--- config.mk ---
export PLATFORM = sky130hd
export DESIGN_NAME = msb_first_bit_packer_top
export DESIGN_NICKNAME = d
export VERILOG_FILES = /design/src/hdl/bpk_pkg.sv /design/src/hdl/msb_first_bit_packer_top.sv /design/src/hdl/bpk_in_reg.sv /design/src/hdl/bpk_pack.sv /design/src/hdl/bpk_out_buf.sv
export SDC_FILE = /design/constraint.sdc
export NUM_CORES = 1
export LEC_CHECK = 0
export BUFFER_PORTS_ARGS = -buffer_cell sky130_fd_sc_hd__buf_2
export CAP_MARGIN = 20
export CORE_ASPECT_RATIO = 0.6
export CORE_MARGIN = 10
export CORE_UTILIZATION = 25
export CTS_CLUSTER_DIAMETER = 80
export DETAILED_ROUTE_END_ITERATION = 7
export GPL_ROUTABILITY_DRIVEN = 0
export MAX_ROUTING_LAYER = met4
export PLACE_DENSITY_LB_ADDON = 0.08
export SLEW_MARGIN = 40
export SYNTH_ARGS = -nofsm -noshare
export SYNTH_HDL_FRONTEND = slang
export SYNTH_SLANG_ARGS = --single-unit
--- constraint.sdc ---
create_clock -name clk_i -period 4.38 [get_ports clk_i]
set_input_delay 0.438 -clock clk_i [delete_from_list [all_inputs] [get_ports clk_i]]
set_output_delay 0.438 -clock clk_i [all_outputs]
set_load 0.05 [all_outputs]
--- src/hdl/bpk_pkg.sv ---
// ----------------------------------------------------------------------------
// Bit packer package
// Widths, op codes and the structs passed between the packer modules.
// ----------------------------------------------------------------------------
package bpk_pkg;

  localparam int unsigned MaxFieldBits = 16;
  localparam int unsigned ValueBits    = 16;
  localparam int unsigned LenW         = 5;
  localparam int unsigned ByteW        = 8;
  localparam int unsigned PartW        = 7;
  localparam int unsigned PendW        = 3;
  localparam int unsigned TotalW       = 32;
  localparam int unsigned AccW         = PartW + ValueBits;
  localparam int unsigned LenLimit     = (MaxFieldBits < ValueBits) ? MaxFieldBits : ValueBits;
  localparam int unsigned SumW         = $clog2(PartW + LenLimit + 1);
  localparam int unsigned CntW         = 2;

  typedef enum logic {
    OpPut   = 1'b0,
    OpFlush = 1'b1
  } bpk_op_e;

  // One input item as held in the input register
  typedef struct packed {
    bpk_op_e              op;
    logic [ValueBits-1:0] value;
    logic [LenW-1:0]      len;
  } bpk_item_t;

  // Bytes produced by one item; a single byte travels in last_data
  typedef struct packed {
    logic [CntW-1:0]   cnt;
    logic [ByteW-1:0]  first_data;
    logic [ByteW-1:0]  last_data;
    logic [TotalW-1:0] total;
  } bpk_res_t;

endpackage

--- src/hdl/msb_first_bit_packer_top.sv ---
// ----------------------------------------------------------------------------
// MSB-first bit packer
// Packs variable-length fields into bytes, first bit in bit 7, with flush.
// ----------------------------------------------------------------------------
//   channel  direction  handshake                 payload
//   in       input      in_valid_i / in_ready_o   op_i, field_value_i, field_len_i
//   out      output     out_valid_o / out_ready_i out_byte_o, last_of_run_o,
//                                                 bit_total_o
//
// An item waits in the input register, where it is packed, and moves into the
// result buffer when the buffer has room; its first byte is then offered.
// The buffer sends one byte a cycle while out_ready_i is high. An item makes
// no byte, one or two; the next item enters the buffer as the last byte of
// the previous one leaves.
// Reset clears the packing state and both valid flags at once.
// A stall on the output holds the buffer, then the input register.
// ----------------------------------------------------------------------------
module msb_first_bit_packer_top (
  input  logic                          clk_i,
  input  logic                          rst_ni,
  input  logic                          in_valid_i,
  output logic                          in_ready_o,
  input  logic                          op_i,
  input  logic [bpk_pkg::ValueBits-1:0] field_value_i,
  input  logic [bpk_pkg::LenW-1:0]      field_len_i,
  output logic                          out_valid_o,
  input  logic                          out_ready_i,
  output logic [bpk_pkg::ByteW-1:0]     out_byte_o,
  output logic                          last_of_run_o,
  output logic [bpk_pkg::TotalW-1:0]    bit_total_o
);
  import bpk_pkg::*;

  bpk_item_t item;
  bpk_res_t  res;
  logic      item_valid;
  logic      load_ok;
  logic      advance;

  // Move the held item into the buffer when it has room
  assign advance = item_valid && load_ok;

  bpk_in_reg u_in_reg (
    .clk_i        (clk_i),
    .rst_ni       (rst_ni),
    .in_valid_i   (in_valid_i),
    .in_ready_o   (in_ready_o),
    .op_i         (op_i),
    .field_value_i(field_value_i),
    .field_len_i  (field_len_i),
    .advance_i    (advance),
    .item_valid_o (item_valid),
    .item_o       (item)
  );

  bpk_pack u_pack (
    .clk_i (clk_i),
    .rst_ni(rst_ni),
    .item_i(item),
    .fire_i(advance),
    .res_o (res)
  );

  bpk_out_buf u_out_buf (
    .clk_i        (clk_i),
    .rst_ni       (rst_ni),
    .res_i        (res),
    .load_i       (advance),
    .load_ok_o    (load_ok),
    .out_valid_o  (out_valid_o),
    .out_ready_i  (out_ready_i),
    .out_byte_o   (out_byte_o),
    .last_of_run_o(last_of_run_o),
    .bit_total_o  (bit_total_o)
  );

endmodule

--- src/hdl/bpk_in_reg.sv ---
// ----------------------------------------------------------------------------
// Bit packer input register
// Holds one accepted item until the packing stage takes it.
// ----------------------------------------------------------------------------
module bpk_in_reg (
  input  logic                         clk_i,
  input  logic                         rst_ni,
  input  logic                         in_valid_i,
  output logic                         in_ready_o,
  input  logic                         op_i,
  input  logic [bpk_pkg::ValueBits-1:0] field_value_i,
  input  logic [bpk_pkg::LenW-1:0]     field_len_i,
  input  logic                         advance_i,
  output logic                         item_valid_o,
  output bpk_pkg::bpk_item_t           item_o
);
  import bpk_pkg::*;

  logic      valid_q, valid_d;
  bpk_item_t item_q;
  logic      take;

  // Accept while empty or while the held item moves on
  assign in_ready_o = !valid_q || advance_i;
  assign take       = in_valid_i && in_ready_o;

  always_comb begin
    valid_d = valid_q;
    if (take) begin
      valid_d = 1'b1;
    end else if (advance_i) begin
      valid_d = 1'b0;
    end
  end

  always_ff @(posedge clk_i or negedge rst_ni) begin
    if (!rst_ni) begin
      valid_q <= 1'b0;
    end else begin
      valid_q <= valid_d;
    end
  end

  // Capture the payload
  always_ff @(posedge clk_i) begin
    if (take) begin
      item_q.op    <= bpk_op_e'(op_i);
      item_q.value <= field_value_i;
      item_q.len   <= field_len_i;
    end
  end

  assign item_valid_o = valid_q;
  assign item_o       = item_q;

endmodule

--- src/hdl/bpk_pack.sv ---
// ----------------------------------------------------------------------------
// Bit packer core
// Merges an item's bits with the pending bits, cuts whole bytes and keeps
// the running bit count; a flush pads out the partial byte and clears the state.
// ----------------------------------------------------------------------------
module bpk_pack (
  input  logic               clk_i,
  input  logic               rst_ni,
  input  bpk_pkg::bpk_item_t item_i,
  input  logic               fire_i,
  output bpk_pkg::bpk_res_t  res_o
);
  import bpk_pkg::*;

  logic [PartW-1:0]       partial_q, partial_d;
  logic [PendW-1:0]       pending_q, pending_d;
  logic [TotalW-1:0]      written_q, written_d;
  logic                   any_q, any_d;

  logic [LenW-1:0]        len_sat;
  logic [ValueBits:0]     len_onehot;
  logic [ValueBits:0]     len_mask;
  logic [ValueBits-1:0]   new_bits;
  logic [AccW-1:0]        acc;
  logic [SumW-1:0]        sum;
  logic [SumW-1:0]        sh_hi;
  logic [SumW-1:0]        sh_lo;
  logic [ByteW-1:0]       hi_data;
  logic [ByteW-1:0]       lo_data;
  logic [PendW-1:0]       pend_new;
  logic [ByteW-1:0]       part_mask;
  logic [ByteW+PartW-1:0] flush_wide;
  logic [ByteW-1:0]       flush_data;

  // Clamp the length and mask off unused value bits
  always_comb begin
    if (item_i.len > LenW'(LenLimit)) begin
      len_sat = LenW'(LenLimit);
    end else begin
      len_sat = item_i.len;
    end
    len_onehot = (ValueBits + 1)'(1) << len_sat;
    len_mask   = len_onehot - (ValueBits + 1)'(1);
    new_bits   = item_i.value & len_mask[ValueBits-1:0];
  end

  // Append new bits below the pending ones and cut up to two bytes
  always_comb begin
    acc        = (AccW'(partial_q) << len_sat) | AccW'(new_bits);
    sum        = SumW'(pending_q) + SumW'(len_sat);
    sh_hi      = sum - SumW'(ByteW);
    sh_lo      = sum - SumW'(2 * ByteW);
    hi_data    = ByteW'(acc >> sh_hi);
    lo_data    = ByteW'(acc >> sh_lo);
    pend_new   = sum[PendW-1:0];
    part_mask  = (ByteW'(1) << pend_new) - ByteW'(1);
    flush_wide = (ByteW + PartW)'(partial_q) << (4'(ByteW) - {1'b0, pending_q});
    flush_data = flush_wide[ByteW-1:0];
  end

  // Select the results and the next state
  always_comb begin
    partial_d        = partial_q;
    pending_d        = pending_q;
    written_d        = written_q;
    any_d            = any_q;
    res_o.cnt        = '0;
    res_o.first_data = hi_data;
    res_o.last_data  = hi_data;
    res_o.total      = written_q;
    if (item_i.op == OpFlush) begin
      // Pad the partial byte, or emit a zero byte if nothing was written
      if (!any_q) begin
        res_o.cnt       = CntW'(1);
        res_o.last_data = '0;
      end else begin
        res_o.last_data = flush_data;
        if (pending_q != '0) begin
          res_o.cnt = CntW'(1);
        end
      end
      partial_d = '0;
      pending_d = '0;
      written_d = '0;
      any_d     = 1'b0;
    end else if (len_sat != '0) begin
      written_d   = written_q + TotalW'(len_sat);
      res_o.total = written_d;
      any_d       = 1'b1;
      pending_d   = pend_new;
      partial_d   = acc[PartW-1:0] & part_mask[PartW-1:0];
      if (sum >= SumW'(2 * ByteW)) begin
        res_o.cnt       = CntW'(2);
        res_o.last_data = lo_data;
      end else if (sum >= SumW'(ByteW)) begin
        res_o.cnt = CntW'(1);
      end
    end
  end

  // Advance state when the item is taken
  always_ff @(posedge clk_i or negedge rst_ni) begin
    if (!rst_ni) begin
      partial_q <= '0;
      pending_q <= '0;
      written_q <= '0;
      any_q     <= 1'b0;
    end else if (fire_i) begin
      partial_q <= partial_d;
      pending_q <= pending_d;
      written_q <= written_d;
      any_q     <= any_d;
    end
  end

endmodule

--- src/hdl/bpk_out_buf.sv ---
// ----------------------------------------------------------------------------
// Bit packer result buffer
// Holds the bytes of one item and hands them out one per cycle while out_ready_i is high.
// ----------------------------------------------------------------------------
module bpk_out_buf (
  input  logic                          clk_i,
  input  logic                          rst_ni,
  input  bpk_pkg::bpk_res_t             res_i,
  input  logic                          load_i,
  output logic                          load_ok_o,
  output logic                          out_valid_o,
  input  logic                          out_ready_i,
  output logic [bpk_pkg::ByteW-1:0]     out_byte_o,
  output logic                          last_of_run_o,
  output logic [bpk_pkg::TotalW-1:0]    bit_total_o
);
  import bpk_pkg::*;

  logic [CntW-1:0]   cnt_q, cnt_d;
  logic [ByteW-1:0]  first_q;
  logic [ByteW-1:0]  last_q;
  logic [TotalW-1:0] total_q;
  logic              pop;

  assign pop       = (cnt_q != '0) && out_ready_i;
  // Room when empty or when the last byte leaves now
  assign load_ok_o = (cnt_q == '0) || ((cnt_q == CntW'(1)) && out_ready_i);

  always_comb begin
    cnt_d = cnt_q;
    if (load_i) begin
      cnt_d = res_i.cnt;
    end else if (pop) begin
      cnt_d = cnt_q - CntW'(1);
    end
  end

  always_ff @(posedge clk_i or negedge rst_ni) begin
    if (!rst_ni) begin
      cnt_q <= '0;
    end else begin
      cnt_q <= cnt_d;
    end
  end

  // Hold the bytes and the bit count of the item
  always_ff @(posedge clk_i) begin
    if (load_i) begin
      first_q <= res_i.first_data;
      last_q  <= res_i.last_data;
      total_q <= res_i.total;
    end
  end

  assign out_valid_o   = cnt_q != '0;
  assign out_byte_o    = (cnt_q == CntW'(2)) ? first_q : last_q;
  assign last_of_run_o = cnt_q == CntW'(1);
  assign bit_total_o   = total_q;

endmodule

Yosys cells after proc, flatten, opt, wreduce, memory -nomap -nowiden

Cells that the tools add are included.

Flip-flop bits (word level): 116
Word-level logic and storage cells: 74
Output and inout bits: 43
Bits of input ports: 26

Shifts and indexed selects: 6
Add/sub/neg operators: 8
Equal/unequal tests: 2
Bitwise gates (word level): 3
$lt $le $gt $ge: 3
Muxes and demuxes: 25
Reduce and logical (&&, ||, !) cells: 15

Operators with widths:

| operator                                             | number |
|---|---|
| two-way mux 32 bit                                   | 3 |
| right shift 23 x 5 -> 8 bit                          | 2 |
| two-way mux 40 bit                                   | 1 |
| adder 32 x 5 -> 32 bit                               | 1 |
| two-way mux 8 bit                                    | 4 |
| OR 23 x 16 -> 23 bit                                 | 1 |
| left shift 7 x 5 -> 23 bit                           | 1 |
| AND 16 bit                                           | 1 |
| left shift 1 x 5 -> 16 bit (first input constant)    | 1 |
| subtractor 16 x 1 -> 16 bit (second input constant)  | 1 |
| two-way mux 7 bit                                    | 2 |
| two-way mux 2 bit                                    | 6 |
| nonzero test 2 bit                                   | 4 |
| left shift 7 x 4 -> 8 bit                            | 1 |
| AND 7 bit                                            | 1 |
| left shift 1 x 3 -> 7 bit (first input constant)     | 1 |
| subtractor 7 x 2 -> 7 bit (second input constant)    | 1 |
| two-way mux 1 bit                                    | 6 |
| two-way mux 3 bit                                    | 2 |
| adder 3 x 5 -> 5 bit                                 | 1 |
| >= comparator 5 x 4 -> 1 bit (second input constant) | 1 |
| >= comparator 5 bit (second input constant)          | 1 |
| > comparator 5 bit (second input constant)           | 1 |
| two-way mux 5 bit                                    | 1 |
| 13 further kinds                                     | 17 |

Depth between registers and ports, before layout

Gate-level depths: netlist of run 1.

Depth after elaboration: 10
Mapped depth: 17
Mapped depth without buffers: 16

Cells and area by module

Synthesis of run 1 repeated with hierarchy kept, for this count alone.

Cell total of the unflattened synthesis: 943
Area, all modules: 8500.7 um^2

By module, submodules not included:

| module                   | instances | seq. area each (um^2) | cells an instance | area each (um^2) |
|---|---|---|---|---|
| bpk_pack                 | 1         | 1076.0                | 841               | 6080.8 |
| bpk_out_buf              | 1         | 1491.4                | 75                | 1699.1 |
| bpk_in_reg               | 1         | 685.7                 | 26                | 714.4 |
| msb_first_bit_packer_top | 1         | 0.0                   | 1                 | 6.3 |

Worst setup path before layout of run 1

No wires, ideal clock.

Path kind: reg2reg
Start: register u_in_reg.item_q (netlist bit u_in_reg.item_o[4])
End: register u_out_buf.last_q[1] (data pin)
Required time: 4.119 ns
Path buffers: 3
Period minus slack after synthesis: 3.670 ns
Cell stages (with the launch flop): 15
Library setup time: 0.261 ns
Arrival: 3.409 ns
Setup slack: 0.710 ns
Cells stage by stage: edfxtp_1 buf_6 nor2b_4 ha_1 a21o_1 maj3_1 xnor2_1 inv_1 clkbuf_1 ha_1 clkbuf_1 nor2_1 o21ai_0 o211ai_1 a221o_1

RTL lines:

| element              | RTL line          | RTL |
|---|---|---|
| start, declared      | bpk_in_reg.sv:20  | `bpk_item_t item_q;` |
| end signal, assigned | bpk_out_buf.sv:50 | `last_q <= res_i.last_data;` |
| end, declared        | bpk_out_buf.sv:21 | `logic [ByteW-1:0] last_q;` |

==> flow_metrics.py, run 1 <==
metrics = {
    "status": {
        "status": "finished clean",
    },
    "timing": {
        "fin_skew_ns": 0.0162,
        "worst_pin_slew_ns": 0.829,
        "drv_slew": 0,
        "slew-limit-headroom_pct": 44.8,
        "setup-violations-final": 0,
        "post-route-period-util_pct": 87.0,
        "fin_crit_ns": 3.81,
        "rsz0062_at_grt": "no",
        "fmax_mhz": 262,
        "hold_viol": 0,
        "fin_tns_setup_ns": 0,
    },
    "synthesis": {
        "yosysSeqAreaShare_pct": 40.9,
        "synthTopCellsByCount": "100 x nand2_1, 77 x o21ai_0, 70 x edfxtp_1, 55 x nor2_1, 52 x clkbuf_1",
        "synth_seq_cells": 116,
        "synth_mux_area_share_pct": 5.86,
        "synth_fa_ha_area_share_pct": 3.05,
        "synth_edf_count": 70,
        "synth-xor-area-share_pct": 4.08,
        "synthArstFlopShare_pct": 39.7,
        "synth_ff_type": "edfxtp_1",
        "syn-num-nets": 905,
        "synth_compound_area_share_pct": 23.6,
        "synth_top_area_share_pct": 26.4,
        "netlist_area_um2": 7950,
        "syn-instance-count": 864,
        "synthTopCellsByArea": "edfxtp_1 26%, dfrtp_1 14%, o21ai_0 4.8%",
        "syn_area_per_cell_um2": 9.20,
        "synth_top_area_cell": "edfxtp_1",
        "yosys_warnings": 0,
        "synthSimpleGateAreaFrac_pct": 16.8,
        "yosysMostFrequentCell": "nand2_1",
        "synth_top_family_by_area": "compound AO/OA/AOI/OAI gates",
        "ys_types": 87,
    },
    "cells_and_area": {
        "nets": 957,
        "post-route-util_pct": 30.2,
        "area_growth_pct": 18.8,
        "antenna_cells": 0,
        "n_fill_cell": 3316,
        "drive_gt1_share_pct": 20.6,
    },
    "die": {
        "fp.dieW_um": 250,
        "pin_count": 69,
        "start_util_pct": 25.4,
        "rows": 50,
        "coreArea_um2": 31300,
        "die_area_um2": 39600,
        "die_height_um": 158,
    },
    "route": {
        "dr.pass1.iters": 8,
        "wirelength_um": 28500,
        "via_per_inst": 5.20,
        "ant_nets": 0,
        "avgRoutedWirePerCell_um": 21.2,
        "first_iter_violations": 582,
        "drc": 0,
        "vias": 6997,
    },
    "clocking": {
        "cts_tree": "built",
        "cts_hold_buf": 0,
        "cts_root_buffer": "clkbuf_16",
        "post_cts_buffers": 0,
        "post_cts_resized": 0,
        "clkTransAtPathRegs_ns": 0.06,
        "clk_latency_ns": 0.45,
        "h-tree-depth": 4,
        "cts_buffers": 17,
        "clockBufferDepth": 2,
        "clock_sinks": 116,
    },
    "worst_setup_path": {
        "end_kind": "flip-flop",
        "path_class": "flip-flop to flip-flop",
        "ff2ff_path_depth": 11,
        "cpPeakStageDelay_ns": 0.56,
        "startpoint": "u_in_reg.item_o[4]$_DFFE_PP_",
        "r2r-end": "u_out_buf.first_q[3]$_DFFE_PP_",
        "reg2reg_from": "u_in_reg.item_o[4]$_DFFE_PP_",
        "crit_buf_inv": 3,
        "path_depth": 11,
        "endpoint": "u_out_buf.first_q[3]$_DFFE_PP_",
        "r2r_setup_slack_ns": 0.57,
        "cp_top_family": "simple AND/OR/NAND/NOR gates",
        "crit_path_start_kind": "flip-flop",
        "crit_arrival_ns": 3.98,
        "cp_cell_sequence": "buf_4 -> inv_1 -> nand2_1 -> inv_1 -> nand2b_1 -> nor3_1 -> nor2_1 -> o221ai_1 -> mux4_2 -> nand2_1 -> o21ai_1",
        "slowest_stage": "mux4_2",
        "path_max_fanout": 40,
        "required_ns": 4.54,
    },
    "global_route": {
        "grt_start_max_net_pins": 52,
        "grt_pass1_wl_um": 44100,
        "antenna_found_initial": 0,
        "grt_pass1_vias": 6886,
        "overflow": 0,
        "groute.usage.overall_pct": 14.9,
    },
    "placement": {
        "dp_hpwl_um": 20800,
        "port_buffers": 68,
    },
    "power_and_ir_drop": {
        "vdd_drop_max_mv": 0.254,
        "power.density_nw_per_um2": 820,
        "p_leak_nw": 3.65,
    },
    "flow_run": {
        "max_cap_viol_count": 0,
    },
    "min_path": {
        "hold_path_class": "primary input to async pin",
    },
}
-- layout by cell type (no fill, tap or decap), drive strengths merged, types with 5 or more instances in the layout --
| master | instances |
|---|---|
| nor2 | 55 |
| xnor2 | 24 |
| ha | 13 |
| or3 | 5 |
| mux2i | 15 |
| inv | 33 |
| a31oi | 13 |
| a21oi | 34 |
| nand4 | 10 |
| o21ai | 84 |
| a211oi | 13 |
| a21o | 8 |
| buf | 108 |
| xor2 | 13 |
| nand2 | 100 |
| nor3 | 20 |
| o221ai | 15 |
| clkinvlp | 6 |
| o31ai | 14 |
| nor2b | 8 |
| a211o | 7 |
| nand3 | 27 |
| a32oi | 6 |
| o32ai | 5 |
| o211ai | 16 |
| edfxtp | 70 |
| nand2b | 6 |
| and3 | 9 |
| clkbuf | 19 |
| and2 | 11 |
| o22ai | 9 |
| dfrtp | 46 |
| mux2 | 21 |
-- worst min-delay path by stage --
stage                                           startpoint                                end  slack (ns)  cells after the start
after detailed placement  u_pack.written_q[31]$_DFFE_PN0P_   u_pack.written_q[31]$_DFFE_PN0P_        0.51                      1
after global placement            u_pack.any_q$_DFFE_PN0P_           u_pack.any_q$_DFFE_PN0P_        0.51                      2
final                                               rst_ni   u_pack.written_q[10]$_DFFE_PN0P_        0.04                      1
after CTS                                           rst_ni   u_pack.written_q[11]$_DFFE_PN0P_        0.06                      1
after floorplan                                     rst_ni  u_in_reg.item_valid_o$_DFFE_PN0P_        0.14                      0
after global routing                                rst_ni   u_pack.written_q[30]$_DFFE_PN0P_        0.08                      1
-- per-stage QoR --
step	std cells	setup slack, ns	hold WS (ns)	power, W	area, µm²
2_1_floorplan	864	0.710	0.142	0.00479	7950
3_3_place_gp	1313	0.636	0.508	0.00628	8790
3_5_place_dp	1313	0.624	0.514	0.00618	8790
4_1_cts	1345	0.625	0.0560	0.00776	9430
5_1_grt	1345	0.299	0.0828	0.00825	9440
6_report	1345	0.569	0.0426	0.00775	9440
-- state kept, by name, indices dropped and copies added (netlist names) --
| register | cells |
|---|---|
| u_pack.pending_q | 3 |
| u_pack.partial_q | 7 |
| u_in_reg.item_o | 22 |
| u_pack.any_q | 1 |
| u_out_buf.last_q | 8 |
| u_out_buf.cnt_q | 2 |
| u_out_buf.first_q | 8 |
| u_pack.written_q | 32 |
| u_out_buf.bit_total_o | 32 |
| u_in_reg.item_valid_o | 1 |
-- power by group --
group          total (W)  switching, W  internal [W]
registers        0.00183      0.000249       0.00158
logic            0.00439       0.00300       0.00139
clock network    0.00152      0.000575      0.000948
-- cell type report --
type	instances	area, µm²	share of cell area [%]
well taps	416	520	5.51
flip-flops and latches	116	3250	34.5
clock inverters	13	170	1.80
repair buffers	108	641	6.79
clock buffers	19	464	4.92
inverters	30	113	1.19
multi-input cells	643	4280	45.3
-- routing by layer --
layer | vias to the layer above | track usage (%) | routed length, µm
li1 | 3351 | - | -
met1 | 3432 | 22.6 | 15900
met2 | 203 | 18.7 | 10700
met3 | 11 | 4.00 | 1700
met4 | 0 | 3.46 | 193
met5 | - | - | 0
-- logic make-up after synthesis --
kind of cell | Yosys count
multiplexers | 39
flip-flops | 116
AO/OA/AOI/OAI | 273
XOR/XNOR | 37
adder cells (fa/ha/maj) | 19
buffers and inverters | 105
AND/OR/NAND/NOR | 275
(Power assumes the default switching activity.)
==> run 2: changes to the inputs <==
--- a/config.mk
+++ b/config.mk
@@ -7,6 +7,8 @@
 export LEC_CHECK = 0
 export BUFFER_PORTS_ARGS = -buffer_cell sky130_fd_sc_hd__buf_2
 export CAP_MARGIN = 20
+export CELL_PAD_IN_SITES_DETAIL_PLACEMENT = 0
+export CELL_PAD_IN_SITES_GLOBAL_PLACEMENT = 1
 export CORE_ASPECT_RATIO = 0.6
 export CORE_MARGIN = 10
 export CORE_UTILIZATION = 25
@@ -14,7 +16,7 @@
 export DETAILED_ROUTE_END_ITERATION = 7
 export GPL_ROUTABILITY_DRIVEN = 0
 export MAX_ROUTING_LAYER = met4
-export PLACE_DENSITY_LB_ADDON = 0.08
+export PLACE_DENSITY_LB_ADDON = 0.1
 export SLEW_MARGIN = 40
 export SYNTH_ARGS = -nofsm -noshare
 export SYNTH_HDL_FRONTEND = slang
==> constraint.sdc (replaced) <==
create_clock -name clk_i -period 4.38 [get_ports clk_i]
set_input_delay 0.438 -clock clk_i [delete_from_list [all_inputs] [get_ports clk_i]]
set_output_delay 0.438 -clock clk_i [all_outputs]
set_load 0.005 [all_outputs]
==> flow_metrics.py, run 2 (same netlist as run 1, synthesis figures left out) <==
metrics = {
    "status": {
        "status": "finished clean",
    },
    "cells_and_area": {
        "nets": 955,
        "drive_gt1_share_pct": 20.4,
        "antenna_cells": 0,
        "final_cell_mix": "100 x nand2_1, 77 x o21ai_0, 70 x edfxtp_1",
        "area_growth_pct": 18.7,
        "final_common_cell": "nand2_1",
    },
    "min_path": {
        "hold_path_class": "primary input to async pin",
    },
    "clocking": {
        "cts_hold_buf": 0,
        "cts_root_buffer": "clkbuf_16",
        "post_cts_resized": 0,
        "h-tree-depth": 4,
        "clock_sinks": 116,
        "clkTransAtPathRegs_ns": 0.06,
        "clk_latency_ns": 0.45,
        "cts_buffers": 17,
        "cts_tree": "built",
        "post_cts_buffers": 0,
        "clockBufferDepth": 2,
    },
    "placement": {
        "port_buffers": 68,
        "dp_hpwl_um": 21700,
    },
    "global_route": {
        "grt_start_max_net_pins": 47,
        "groute.usage.overall_pct": 15.4,
        "overflow": 0,
        "antenna_found_initial": 0,
        "grt_pass1_vias": 6855,
        "grt_pass1_wl_um": 45200,
    },
    "timing": {
        "fin_crit_ns": 3.79,
        "rsz0062_at_grt": "no",
        "fmax_mhz": 264,
        "worst_pin_slew_ns": 0.828,
        "hold_viol": 0,
        "drv_slew": 0,
        "fin_skew_ns": 0.0162,
        "slew-limit-headroom_pct": 44.2,
        "post-route-period-util_pct": 86.6,
        "setup-violations-final": 0,
        "hold_ws_ns": 0.117,
        "fin_tns_setup_ns": 0,
    },
    "die": {
        "fp.dieW_um": 250,
        "rows": 50,
        "coreArea_um2": 31300,
        "start_util_pct": 25.4,
        "pin_count": 69,
        "die_area_um2": 39600,
        "die_height_um": 158,
    },
    "route": {
        "dr.pass1.iters": 6,
        "ant_nets": 0,
        "avgRoutedWirePerCell_um": 21.9,
        "first_iter_violations": 708,
        "vias": 7006,
        "wirelength_um": 29400,
        "via_per_inst": 5.22,
        "drc": 0,
    },
    "power_and_ir_drop": {
        "power.density_nw_per_um2": 768,
        "p_leak_nw": 3.67,
        "vdd_drop_max_mv": 0.314,
    },
    "worst_setup_path": {
        "path_class": "flip-flop to flip-flop",
        "r2r-end": "u_out_buf.first_q[2]$_DFFE_PP_",
        "required_ns": 4.67,
        "reg2reg_from": "u_in_reg.item_o[4]$_DFFE_PP_",
        "end_kind": "flip-flop",
        "ff2ff_path_depth": 14,
        "crit_path_start_kind": "flip-flop",
        "crit_arrival_ns": 4.09,
        "r2r_setup_slack_ns": 0.59,
        "path_max_fanout": 22,
    },
    "flow_run": {
        "max_cap_viol_count": 0,
    },
}
## run 2: changes by cell type in the layout (fill, tap and decap cells not counted), sizes merged
cell      before  now
clkinv         1    7
clkinvlp       6    1
buf          108  106
inv           33   31
bufinv         3    4
## run 2: layout make-up
type,count,area (µm²)
timing repair buffer,106,638
inverter,30,113
fill,3347,21800
sequential,116,3250
clock inverter,13,181
tap,416,520
clock buffer,19,443
multi-input combinational,643,4290
## run 2: through the flow
stage	cells	cell area, µm²	util [%]	total power (W)	setup WS [ns]
floorplan	864	7950	-	0.00424	0.710
global placement	1311	8790	28.1	0.00576	0.583
detailed placement	1311	8800	28.1	0.00568	0.606
CTS	1343	9420	30.1	0.00726	0.568
global route	1343	9440	30.2	0.00774	0.284
finish	1343	9440	30.2	0.00725	0.586
## run 2: worst max path at each step
stage | start | to | slack [ns] | cells after the start
CTS | u_in_reg.item_o[4]$_DFFE_PP_ | u_out_buf.bit_total_o[12]$_DFFE_PP_ | 0.57 | 11
floorplan | u_in_reg.item_o[4]$_DFFE_PP_ | u_out_buf.last_q[1]$_DFFE_PP_ | 0.71 | 14
detailed placement | u_in_reg.item_o[4]$_DFFE_PP_ | u_out_buf.bit_total_o[12]$_DFFE_PP_ | 0.61 | 11
finish | u_in_reg.item_o[4]$_DFFE_PP_ | u_out_buf.first_q[2]$_DFFE_PP_ | 0.59 | 14
global route | u_in_reg.item_o[4]$_DFFE_PP_ | u_out_buf.first_q[2]$_DFFE_PP_ | 0.28 | 14
global placement | u_in_reg.item_o[4]$_DFFE_PP_ | u_out_buf.bit_total_o[12]$_DFFE_PP_ | 0.58 | 11
## run 2: critical path: stages (launching register included)
cell and delay, ns:
edfxtp_1 0.43, nand2b_2 0.27, inv_2 0.11, ha_1 0.17
inv_1 0.06, fa_1 0.40, xnor2_1 0.34, xor2_1 0.11
buf_4 0.23, nand2_1 0.13, and3b_1 0.19, a211oi_1 0.51
mux2i_1 0.23, mux2_2 0.31, a21oi_1 0.13
## run 2: power by group
part,internal [W],total (W),switching [W]
Combinational,0.00138,0.00390,0.00252
Sequential,0.00158,0.00182,0.000247
Clock,0.000964,0.00152,0.000560
## run 2: routing by layer
layer	wire (µm)	vias up	track usage (%)
met2	10900	213	18.6
met5	0	-	-
met3	1790	20	3.58
li1	-	3340	-
met1	16500	3433	24.1
met4	283	0	3.54
==> run 3: changes to the inputs <==
==> constraint.sdc (replaced) <==
create_clock -name clk_i -period 4.38 [get_ports clk_i]
set_input_delay 0.876 -clock clk_i [delete_from_list [all_inputs] [get_ports clk_i]]
set_output_delay 0.876 -clock clk_i [all_outputs]
set_load 0.005 [all_outputs]
==> flow_metrics.py, run 3 (same netlist as run 1, synthesis figures left out) <==
metrics = {
    "clocking": {
        "cts_tree": "built",
        "cts_buffers": 17,
        "h-tree-depth": 4,
        "clockBufferDepth": 2,
        "cts_root_buffer": "clkbuf_16",
        "post_cts_buffers": 0,
        "clock_sinks": 116,
        "post_cts_resized": 0,
        "clkTransAtPathRegs_ns": 0.06,
        "clk_latency_ns": 0.44,
        "cts_hold_buf": 0,
    },
    "route": {
        "vias": 7017,
        "wirelength_um": 29200,
        "via_per_inst": 5.21,
        "drc": 0,
        "first_iter_violations": 725,
        "dr.pass1.iters": 5,
        "ant_nets": 0,
        "avgRoutedWirePerCell_um": 21.7,
    },
    "global_route": {
        "overflow": 0,
        "grt_pass1_wl_um": 45200,
        "groute.usage.overall_pct": 15.3,
        "antenna_found_initial": 0,
        "grt_start_max_net_pins": 52,
        "grt_pass1_vias": 7002,
    },
    "worst_setup_path": {
        "required_ns": 4.65,
        "cp_cell_sequence": "nand2b_2 -> inv_2 -> ha_1 -> inv_1 -> fa_1 -> xnor2_1 -> xor2_1 -> buf_4 -> nand2_1 -> and3b_1 -> a211oi_1 -> mux2i_1 -> mux2_2 -> a21oi_1",
        "path_depth": 14,
        "end_kind": "flip-flop",
        "cpPeakStageDelay_ns": 0.54,
        "crit_arrival_ns": 4.10,
        "crit_buf_inv": 3,
        "ff2ff_path_depth": 14,
        "slowest_stage": "a211oi_1",
        "path_class": "flip-flop to flip-flop",
        "cp_top_family": "compound AO/OA/AOI/OAI gates",
        "crit_path_start_kind": "flip-flop",
        "path_max_fanout": 22,
    },
    "die": {
        "pin_count": 69,
        "die_height_um": 158,
        "die_area_um2": 39600,
        "coreArea_um2": 31300,
        "start_util_pct": 25.4,
        "rows": 50,
        "fp.dieW_um": 250,
    },
    "cells_and_area": {
        "final_common_cell": "nand2_1",
        "area_growth_pct": 17.7,
        "antenna_cells": 0,
        "post-route-util_pct": 29.9,
        "nets": 958,
        "final_cell_mix": "100 x nand2_1, 77 x o21ai_0, 70 x edfxtp_1",
        "drive_gt1_share_pct": 20.3,
        "fin_cells": 1346,
    },
    "flow_run": {
        "max_cap_viol_count": 0,
    },
    "timing": {
        "slew-limit-headroom_pct": 41.0,
        "rsz0062_at_grt": "no",
        "hold_viol": 0,
        "drv_slew": 0,
        "setup-violations-final": 0,
        "fin_crit_ns": 3.83,
        "post-route-period-util_pct": 87.4,
        "fin_skew_ns": 0.0163,
        "fin_tns_setup_ns": 0,
        "worst_pin_slew_ns": 0.886,
        "hold_ws_ns": 0.393,
        "fmax_mhz": 261,
    },
    "power_and_ir_drop": {
        "p_leak_nw": 3.63,
        "total_power_w": 0.00702,
        "vdd_drop_max_mv": 0.283,
        "power.density_nw_per_um2": 750,
    },
    "status": {
        "status": "finished clean",
    },
    "placement": {
        "port_buffers": 68,
        "dp_hpwl_um": 21200,
        "place_inst": 1314,
    },
    "min_path": {
        "hold_path_class": "primary input to async pin",
    },
}
## run 3: changes by cell type in the layout (fill, tap and decap cells not counted), moves of 2 or more
cell / before / now
a21oi_1: 31 / 33
buf_4: 37 / 40
bufinv_16: 4 / 0
clkinv_2: 3 / 5
clkinv_4: 3 / 1
clkinvlp_4: 1 / 6
## run 3: per-layer routing
layer	global-route usage, %	vias up	wire length [µm]
met4	4.09	0	337
met1	24.0	3444	16600
met3	3.25	23	1730
met5	-	-	0
li1	-	3347	-
met2	18.4	203	10600
## run 3: where the power goes
group          switching, W  total (W)  internal, W
logic               0.00252    0.00392      0.00140
registers          0.000233    0.00181      0.00158
clock network      0.000555    0.00129     0.000732
total               0.00331    0.00702      0.00371
## run 3: layout make-up
cell class / instances / area, µm²
well taps: 416 / 520
inverters: 30 / 113
fillers: 3308 / 21900
clock buffers: 19 / 443
multi-input cells: 643 / 4270
clock inverters: 13 / 87.6
repair buffers: 109 / 676
flip-flops and latches: 116 / 3250
## run 3: final timing paths
| kind | endpoint | startpoint | slack, ns |
|---|---|---|---|
| max reg2reg | u_out_buf.first_q[2]$_DFFE_PP_ | u_in_reg.item_o[4]$_DFFE_PP_ | 0.55 |
| min | u_pack.written_q[8]$_DFFE_PN0P_ | rst_ni | 0.39 |
| min in group clk_i | u_pack.any_q$_DFFE_PN0P_ | u_pack.any_q$_DFFE_PN0P_ | 0.52 |
| max | u_out_buf.first_q[2]$_DFFE_PP_ | u_in_reg.item_o[4]$_DFFE_PP_ | 0.55 |
| max in group asynchronous | u_pack.partial_q[1]$_DFFE_PN0P_ | rst_ni | 3.36 |
| min reg2reg | u_pack.any_q$_DFFE_PN0P_ | u_pack.any_q$_DFFE_PN0P_ | 0.52 |
## run 3: per-stage QoR
| step | instance area, µm² | setup slack, ns |
|---|---|---|
| after floorplan | 7950 | 0.710 |
| after global placement | 8820 | 0.639 |
| after detailed placement | 8820 | 0.613 |
| after CTS | 9350 | 0.564 |
| after global routing | 9360 | 0.242 |
| final | 9360 | 0.551 |
